**src/rtl/dnfc_pkg.sv**
```systemverilog
// package for the binary64 to narrow float converter
// holds binary64 field constants and the stage-to-stage struct; no dependencies
package dnfc_pkg;

    localparam int DBL_BIAS = 1023;
    localparam int DBL_FRAC = 52;
    localparam int DBL_EXPW = 11;
    localparam int DBL_SIGN = 63;

    localparam logic [6:0] TOTAL_RESET = 7'd32;
    localparam logic [5:0] EXP_RESET   = 6'd8;

    // register indexes of the configuration port
    localparam logic [0:0] REG_TOTAL_WIDTH    = 1'b0;
    localparam logic [0:0] REG_EXPONENT_WIDTH = 1'b1;

    // decoded operand handed from the front stage to the pack stage
    typedef struct packed {
        logic        width_error;
        logic        is_zero;
        logic        is_special;
        logic        is_nan;
        logic        sign;
        logic [52:0] sig;
        logic [5:0]  lead;
        logic signed [13:0] be;
        logic [6:0]  total;
        logic [5:0]  expw;
        logic [6:0]  fracw;
    } dnfc_dec_t;

endpackage

```
**src/rtl/dnfc_decode.sv**
```systemverilog
// front stage: splits the binary64 pattern, normalizes and rebiases the exponent
// depends on dnfc_pkg
module dnfc_decode
    import dnfc_pkg::*;
(
    input  logic [63:0] double_bits,
    input  logic [6:0]  total,
    input  logic [5:0]  expw,
    output dnfc_dec_t   dec
);

    logic [10:0] bexp;
    logic [51:0] frac;
    logic [52:0] sig;
    logic [5:0]  lead;
    logic signed [13:0] ue;
    logic signed [13:0] bias;
    logic        legal;

    always_comb
    begin
        bexp = double_bits[62:52];
        frac = double_bits[51:0];
        sig  = {(bexp != 11'd0), frac};
        // leading one position, 0 when no bit is set
        lead = 6'd0;
        for (int i = 0; i <= 52; i++)
        begin
            if (sig[i])
            begin
                lead = 6'(i);
            end
        end
        legal = (total >= 7'd3) && (total <= 7'd64) && (expw != 6'd0)
                && ({1'b0, expw} <= total - 7'd2);
        ue   = 14'((bexp == 11'd0) ? 14'sd1 : $signed({3'b0, bexp}))
               - 14'sd1023 - 14'sd52 + $signed({8'b0, lead});
        // bias saturates for wide exponents; anything past 2^12 behaves alike
        bias = (expw > 6'd13) ? 14'sd4095
               : 14'((14'sd1 <<< (expw - 6'd1)) - 14'sd1);
        dec.width_error = !legal;
        dec.is_zero     = (bexp == 11'd0) && (frac == 52'd0);
        dec.is_special  = (bexp == 11'h7FF);
        dec.is_nan      = (frac != 52'd0);
        dec.sign        = double_bits[63];
        dec.sig         = sig;
        dec.lead        = lead;
        dec.be          = ue + bias;
        dec.total       = total;
        dec.expw        = expw;
        dec.fracw       = total - {1'b0, expw} - 7'd1;
    end

endmodule

```
**src/rtl/dnfc_pack.sv**
```systemverilog
// back stage: range checks and packs the target pattern
// depends on dnfc_pkg
module dnfc_pack
    import dnfc_pkg::*;
(
    input  dnfc_dec_t   dec,
    output logic [63:0] result,
    output logic        werr
);

    logic [63:0] ones;
    logic [63:0] sgn;
    logic [63:0] fr;
    logic [63:0] mant;
    logic [63:0] exp_field;
    logic        ovf;
    logic signed [14:0] sh;

    always_comb
    begin
        ones = (64'd1 << dec.expw) - 64'd1;
        sgn  = {63'd0, dec.sign} << (dec.total - 7'd1);
        ovf  = (dec.expw > 6'd13) ? 1'b0
               : (dec.be >= $signed({1'b0, ones[12:0]}));
        mant = {11'd0, dec.sig} & ((64'd1 << dec.lead) - 64'd1);
        sh   = 15'(dec.be) - 15'sd1 - $signed({9'd0, dec.lead})
               + $signed({8'd0, dec.fracw});
        // wide formats carry a saturated bias; swap in the true one
        exp_field = (dec.expw > 6'd13)
                    ? 64'(dec.be) - 64'd4095 + ((64'd1 << (dec.expw - 6'd1)) - 64'd1)
                    : 64'(dec.be);
        fr   = 64'd0;
        werr = dec.width_error;
        if (dec.width_error || dec.is_zero)
        begin
            result = 64'd0;
        end
        else if (dec.is_special)
        begin
            result = sgn | (ones << dec.fracw);
            if (dec.is_nan)
            begin
                result = result | (64'd1 << (dec.fracw - 7'd1));
            end
        end
        else if (ovf)
        begin
            result = sgn | (ones << dec.fracw);
        end
        else if (dec.be >= 14'sd1)
        begin
            if ({1'b0, dec.fracw} >= {2'b0, dec.lead})
            begin
                fr = mant << (dec.fracw - {1'b0, dec.lead});
            end
            else
            begin
                fr = mant >> ({1'b0, dec.lead} - dec.fracw);
            end
            result = sgn | (exp_field << dec.fracw) | fr;
        end
        else
        begin
            if (sh >= 15'sd0)
            begin
                fr = {11'd0, dec.sig} << sh[5:0];
            end
            else if (sh <= -15'sd64)
            begin
                fr = 64'd0;
            end
            else
            begin
                fr = {11'd0, dec.sig} >> 6'(-sh);
            end
            result = sgn | fr;
        end
    end

endmodule

```
**src/rtl/double_to_narrow_float_convert.sv**
```systemverilog
// top level of the binary64 to narrow float converter
// depends on dnfc_pkg, dnfc_decode, dnfc_pack
//
// Converts one binary64 pattern per cycle, when not stalled, into a float of
// configured total and exponent width, truncating the fraction. Each beat
// passes through the input register and then the output register, and a new
// beat is taken every cycle while the output side keeps up; when the output
// register holds a beat and out_ready is low, the pipe stalls once the input
// register is also full.
module double_to_narrow_float_convert
    import dnfc_pkg::*;
(
    input  logic        clk,
    input  logic        rst_n,
    input  logic        cfg_we,
    input  logic [0:0]  cfg_index,
    input  logic [6:0]  cfg_data,
    input  logic        in_valid,
    output logic        in_ready,
    input  logic [63:0] double_bits,
    output logic        out_valid,
    input  logic        out_ready,
    output logic [63:0] result_bits,
    output logic        width_error
);

    logic [6:0]  total_reg;
    logic [5:0]  expw_reg;
    logic        s1_valid_reg;
    dnfc_dec_t   s1_reg;
    dnfc_dec_t   dec;
    logic        s2_valid_reg;
    logic [63:0] res_reg;
    logic        werr_reg;
    logic [63:0] res_next;
    logic        werr_next;
    logic        s2_load;
    logic        s1_load;

    // configuration registers
    always_ff @(posedge clk or negedge rst_n)
    begin
        if (!rst_n)
        begin
            total_reg <= TOTAL_RESET;
            expw_reg  <= EXP_RESET;
        end
        else if (cfg_we)
        begin
            case (cfg_index)
                REG_TOTAL_WIDTH:    total_reg <= cfg_data;
                REG_EXPONENT_WIDTH: expw_reg  <= cfg_data[5:0];
                default:            ;
            endcase
        end
    end

    dnfc_decode u_decode (
        .double_bits (double_bits),
        .total       (total_reg),
        .expw        (expw_reg),
        .dec         (dec)
    );

    dnfc_pack u_pack (
        .dec    (s1_reg),
        .result (res_next),
        .werr   (werr_next)
    );

    // pipe advance
    assign s2_load  = !s2_valid_reg || out_ready;
    assign s1_load  = !s1_valid_reg || s2_load;
    assign in_ready = s1_load;

    always_ff @(posedge clk or negedge rst_n)
    begin
        if (!rst_n)
        begin
            s1_valid_reg <= 1'b0;
            s2_valid_reg <= 1'b0;
        end
        else
        begin
            if (s1_load)
            begin
                s1_valid_reg <= in_valid;
            end
            if (s2_load)
            begin
                s2_valid_reg <= s1_valid_reg;
            end
        end
    end

    // payload registers
    always_ff @(posedge clk)
    begin
        if (s1_load && in_valid)
        begin
            s1_reg <= dec;
        end
        if (s2_load && s1_valid_reg)
        begin
            res_reg  <= res_next;
            werr_reg <= werr_next;
        end
    end

    assign out_valid   = s2_valid_reg;
    assign result_bits = res_reg;
    assign width_error = werr_reg;

endmodule
```
**config.mk**
```make
export PLATFORM = sky130hd
export DESIGN_NAME = double_to_narrow_float_convert
export DESIGN_NICKNAME = d
export VERILOG_FILES = /design/src/rtl/dnfc_pkg.sv /design/src/rtl/dnfc_decode.sv /design/src/rtl/dnfc_pack.sv /design/src/rtl/double_to_narrow_float_convert.sv
export SDC_FILE = /design/constraint.sdc
export NUM_CORES = 2
export LEC_CHECK = 0
export BUFFER_PORTS_ARGS = -buffer_cell sky130_fd_sc_hd__buf_2
export CAP_MARGIN = 0
export CELL_PAD_IN_SITES_DETAIL_PLACEMENT = 0
export CELL_PAD_IN_SITES_GLOBAL_PLACEMENT = 2
export CORE_MARGIN = 2
export CORE_UTILIZATION = 35
export DETAILED_ROUTE_END_ITERATION = 6
export PLACE_DENSITY_LB_ADDON = 0.1
export SYNTH_ARGS = -nofsm -noshare
export SYNTH_HDL_FRONTEND = slang
export SYNTH_HIERARCHICAL = 1
export SYNTH_SLANG_ARGS = --single-unit
export TNS_END_PERCENT = 1
```
**constraint.sdc**
```tcl
create_clock -name clk -period 6.7 [get_ports clk]
set_clock_uncertainty 0.2 [all_clocks]
set_input_delay 0.67 -clock clk [delete_from_list [all_inputs] [get_ports clk]]
set_output_delay 0.67 -clock clk [all_outputs]
set_load 0.01 [all_outputs]
```
======== After elaboration in Yosys (flattened, before gate mapping) ========
Cells that the tools add are included.
word-level totals
  bits in registers ....................... 178
  output and inout port bits .............. 67
  word-level logic and storage cells ...... 160
operators by class
  add/sub/neg operators ................... 23
  magnitude comparators ................... 10
  equal/unequal tests ..................... 1
  shift operators ......................... 12
  muxes and demuxes ....................... 71
  bitwise operators ....................... 7
  reduce and logical (&&, ||, !) cells .... 19
operator list
  operator                  number
  $mux W64                  16
  $or A64 B64 Y64           5
  $shl A1 B6 Y64 const A    3
  $shl A64 B7 Y64           3
  $sub A64 B1 Y64 const B   3
  $mux W6                   21
  $mux W5                   16
  $add A64 B64 Y64          1
  $and A53 B64 Y64          1
  $shl A1 B7 Y64            1
  $shl A1 B7 Y64 const A    1
  $shl A53 B6 Y64           1
  $shr A53 B6 Y64           1
  $shr A64 B7 Y64           1
  $logic_not A52 Y1         1
  $reduce_bool A52 Y1       1
  $mux W4                   8
  $sub A7 B1 Y7 const B     3
  $add A15 B8 Y15           1
  $ge A15 B1 Y1 const B     1
  $le A15 B7 Y1 const B     1
  $sub A14 B13 Y15 const B  1
  $sub A14 B2 Y15 const B   1
  $sub A15 B7 Y15           1
  other kinds (32)          50

======== Depth between registers and ports, before layout ========
  depth after elaboration ................. 54
  gate-level depth with buffers ........... 28
  gate-level depth less buffers ........... 22

======== Hierarchy ========
The synthesis kept the hierarchy.
by module, submodules not included
  module                          times used  cells an instance  area an instance (µm²)  seq. area each (µm²)
  dnfc_pack                       1           5785               36931.7                 0.0
  double_to_narrow_float_convert  1           200                5515.3                  5272.6
  dnfc_decode                     1           467                3278.1                  0.0

======== Worst setup path before layout ========
Ideal clock, no wire load.
  kind .................................... reg2reg
  from .................................... reg s1_reg[1] in the netlist's numbering
  to ...................................... reg res_reg[21], in the netlist result_bits[21], data pin
  library setup time ...................... 271 ps
  arrival time ............................ 6229 ps
  required time ........................... 6229 ps
  setup slack ............................. -1 ps
  cell stages (with the launch flop) ...... 27
  path buffers ............................ 11
  cells stage by stage .................... edfxtp_1 > clkbuf_1 > inv_2 > buf_1 > buf_1 > clkbuf_1 > buf_1 > fa_1 > inv_1 > ha_1 > buf_2 > buf_2 > inv_2 > ha_1 > clkbuf_1 > clkbuf_1 > clkbuf_1 > buf_1 > mux4_2 > mux2i_1 > nand2_1 > o21ai_0 > o21ai_0 > a211oi_1 > nand2_1 > nand3_1 > a31oi_1
between the ends
  longest elaborated chain between the ends .. 13
  elaborated cells between the ends (all ways) .. 35
ends and longest elaborated chain
  item                      RTL line                               RTL
  start: declaration        double_to_narrow_float_convert.sv:30   dnfc_dec_t s1_reg;
  start signal: assignment  double_to_narrow_float_convert.sv:101  s1_reg <= dec;
  $add A15 B8 Y15           dnfc_pack.sv:27                        + $signed({8'd0, dec.fracw});
  $neg A6 Y6                dnfc_pack.sv:74                        fr = {11'd0, dec.sig} >> 6'(-sh);
  $shr A53 B6 Y64           dnfc_pack.sv:74
  $mux W64                  dnfc_pack.sv:68                        else if (sh <= -15'sd64)
  $mux W64                  dnfc_pack.sv:64                        if (sh >= 15'sd0)
  $mux W64                  dnfc_pack.sv:50                        else if (dec.be >= 14'sd1)
  $mux W64                  dnfc_pack.sv:46                        else if (ovf)
  $mux W64                  dnfc_pack.sv:38                        else if (dec.is_special)
  $mux W64                  dnfc_pack.sv:34                        if (dec.width_error || dec.is_zero)
  $or A64 B64 Y64           dnfc_pack.sv:76                        result = sgn | fr;
  $mux W64                  dnfc_pack.sv:50
  $mux W64                  dnfc_pack.sv:46
  $mux W64 (*)              dnfc_pack.sv:38
  end signal: assignment    double_to_narrow_float_convert.sv:105  res_reg <= res_next;
  end: declaration          double_to_narrow_float_convert.sv:33   logic [63:0] res_reg;
Mark *: on every way between the ends. The rest lies on a longest branch, timed or not. The select of a mux whose other input is x is not followed.
A chain may end at the register's enable or synchronous reset.

======== Final worst setup path ========
  from .................................... reg s1_reg[20] in the netlist's numbering
  to ...................................... reg res_reg[20], in the netlist result_bits[20], data pin
between the ends
  longest elaborated chain between the ends .. 15
  elaborated cells between the ends (all ways) .. 27
ends and longest elaborated chain
  item             RTL line         RTL
  $sub A14 B2 Y15  dnfc_pack.sv:26  sh = 15'(dec.be) - 15'sd1 - $signed({9'd0, dec.lead})
  $sub A15 B7 Y15  dnfc_pack.sv:26
  $add A15 B8 Y15  dnfc_pack.sv:27
  $neg A6 Y6       dnfc_pack.sv:74
  $shr A53 B6 Y64  dnfc_pack.sv:74
  $mux W64         dnfc_pack.sv:68
  $mux W64         dnfc_pack.sv:64
  $mux W64         dnfc_pack.sv:50
  $mux W64         dnfc_pack.sv:46
  $mux W64         dnfc_pack.sv:38
  $mux W64         dnfc_pack.sv:34
  $or A64 B64 Y64  dnfc_pack.sv:76
  $mux W64         dnfc_pack.sv:50
  $mux W64 (*)     dnfc_pack.sv:46
  $mux W64 (*)     dnfc_pack.sv:38
Marks and branches as above.

==> qor.yml <==
floorplanning:
  num_rows: 132
  die_x_um: 365
  dieArea_sq_um: 134000
  die_h_um: 365
  ios: 144
  start_util_pct: 35.3
  core-area_sq_um: 130000
setup_path:
  crit_cells: 24
  cp-startpoint: "s1_reg[20]$_DFFE_PP_"
  cpMaxStageDelayCell: "nor3_2"
  worstPathRequired_ns: 6.78
  crit_path_frequent_cell: "buf_4"
  start_kind: "register"
  cp_top_family: "compound AO/OA/AOI/OAI gates"
  r2r-end: "result_bits[20]$_DFFE_PP_"
  critPathKind: "register to register"
  arrival_ns: 6.78
  path_cells: "ha_1 -> nand3_1 -> nor4_2 -> buf_4 -> nand3_1 -> o21ai_4 -> buf_4 -> xnor2_2 -> or3_1 -> nand2_1 -> ha_2 -> a21oi_4 -> o21ai_0 -> buf_4 -> a211o_1 -> a311oi_1 -> a311oi_1 -> and3_1 -> a211o_1 -> a31oi_1 -> a21oi_1 -> o211ai_1 -> a221oi_1 -> nor3_2"
  reg2reg_from: "s1_reg[20]$_DFFE_PP_"
  ff2ff_path_depth: 24
  path_buf_inv: 3
  endpoint_kind: "register"
  path_max_fanout: 8
  max_stage_delay_ns: 0.48
  rrSetupSlack_ns: -0.002
global_routing:
  met2_usage_pct: 63.0
  overflow: 0
  grt_usage_pct: 44.3
  grt.busiest_layer: "met2"
  use_met1_pct: 61.2
  grt_pass1_wl_um: 419000
  first_global_vias: 52025
  grt_use_met3_pct: 14.2
  grt_max_degree: 77
  antenna_found_initial: 19
placed_design:
  dp_hpwl_um: 248000
  gp_congestion: 1.07
  portBuffers: 143
outcome:
  violations: "capacitance limit, slew limit, setup timing"
  status: "complete, but fails checks"
clock_tree:
  cts_max_level: 4
  cts.clk_slew.worst_paths_ns: 0.09
  cts_buffer_depth: 2
  cts.sinks: 178
  clkLatencyLatePin_ns: 0.55
  cts_tree: "done"
  cts_buffers: 17
  root_buffer: "clkbuf_16"
routing:
  drt_iter0_markers: 9807
  ant_nets: 0
  wl_per_cell_um: 37.6
  drt-vias-per-instance: 7.08
  dr.pass1.iters: 7
  wl_um: 306000
  drc_errors: 0
  vias: 57731
cells_and_area:
  fin_util_pct: 39.0
  n_fill_cell: 13853
  final_nets: 6669
  largest_register_ffs: 98
  drive_gt1_share_pct: 16.8
  area_growth_pct: 10.4
yosys:
  yosysSeqAreaShare_pct: 11.5
  synthTopCellsByCount: "nand2_1 (809), nor2_1 (639), o21ai_0 (482), a21oi_1 (460), clkbuf_1 (377)"
  ys_ff_latch: 178
  netlist_area_sq_um: 45700
  synth_most_common_cell: "nand2_1"
  synth_area_leaders: "edfxtp_1 (11%), nand2_1 (6.6%), mux2i_1 (6.5%)"
  synth-async-reset-ratio_pct: 8.43
  ys_warn_count: 6
  synth_cell_types: 139
  syn_nets: 6728
  synth_top_area_share_pct: 10.7
  synth_ff_type: "edfxtp_1"
  synth_edf_count: 163
  synth_top_cell_by_area: "edfxtp_1"
  post_synth.cell_area_avg_sq_um: 7.09
  netlist_instances: 6452
timing:
  timing.slew.headroom_pct: -4.93
  period_share_pct: 100
  setup_viol: 1
  tightest_slew_ns: 1.56
  setup_ws_ns: -0.00174
  final_hold_viol_count: 0
  post-route-min-period_ns: 6.70
  fmax_mhz: 149
  grt_setup_unrepaired: "yes"
  finalMaxSlewViolations: 4
hold_path:
  holdPathStages: 1
  hold_class: "input port to register"
  min_to: "s1_reg[40]$_DFFE_PP_"
  worstHoldStart: "double_bits[0]"
flow_run:
  drv_cap: 1
-- what timing repair did --
action / 4_1_cts / 5_1_grt
gates resized for setup: 6 / 120
gates cloned: 0 / 0
setup endpoints to repair: 23 / 46
hold buffers: 1 / 0
buffers inserted: 0 / 13
pin swaps: 0 / 19
endpoints found under the hold margin: 13 / 0
-- worst max path at each step --
stage                                 to  slack, ns
4_1_cts        result_bits[29]$_DFFE_PP_       0.07
3_3_place_gp   result_bits[56]$_DFFE_PP_      -0.38
6_report       result_bits[20]$_DFFE_PP_     -0.002
3_5_place_dp   result_bits[20]$_DFFE_PP_      -0.33
5_1_grt        result_bits[20]$_DFFE_PP_      -0.08
2_1_floorplan  result_bits[21]$_DFFE_PP_       0.16
-- area by class of cell --
type                    instances  area, sq um  area share [%]
multi-input cells            5482        37900            75.0
flip-flops and latches        178         5270            10.4
repair buffers                534         3840            7.60
well taps                    1742         2180            4.32
inverters                     180          683            1.35
clock buffers                  18          450           0.892
clock inverters                14          195           0.387
diodes                          4         10.0          0.0198
-- cell families (layout without fill, tap and decap cells) --
kind of cell             count (synthesis)  count (layout)  share of synthesized area [%]
adder cells (fa/ha/maj)                199             199                           5.74
multiplexers                           526             526                           15.3
other                                    0               4                              0
flip-flops                             178             178                           11.5
buffers and inverters                  792             746                           7.35
AO/OA/AOI/OAI                         2215            2215                           32.8
XOR/XNOR                               138             138                           2.71
AND/OR/NAND/NOR                       2404            2404                           24.6
-- layer usage --
metal	vias up	wire, um	share of wire, %
met5	-	105	0.034
met3	690	40400	13
li1	24396	-	-
met1	28373	128000	42
met2	4258	122000	40
met4	14	15300	5.0
-- through the flow --
| step | TNS (ns) | hold slack (ns) | instance area, sq um | setup WS (ns) | instances |
|---|---|---|---|---|---|
| floorplan | 0 | 0.174 | 45700 | 0.160 | 6452 |
| CTS | 0 | 0.0782 | 50000 | 0.0658 | 8135 |
| detailed placement | -2.40 | 0.292 | 49300 | -0.325 | 8102 |
| global placement | -2.82 | 0.283 | 49300 | -0.380 | 8102 |
| finish | -0.00174 | 0.115 | 50500 | -0.00174 | 8152 |
| global route | -0.790 | 0.103 | 50500 | -0.0766 | 8148 |
-- layout by cell type (no fill, tap or decap), drive strengths merged, types with 68 or more instances in the layout --
master,count
nor3,184
mux2i,298
o21ai,528
buf,533
mux2,103
nor2,639
edfxtp,163
nand4,90
ha,181
o211ai,145
a21oi,467
nand3,226
inv,184
or3,80
o22ai,78
a211oi,116
mux4,125
a31oi,97
nand2,811
xnor2,95
a21o,68
Power is not shown: default switching activity piles up to over one toggle a cycle in this logic, so the estimate is an artifact.
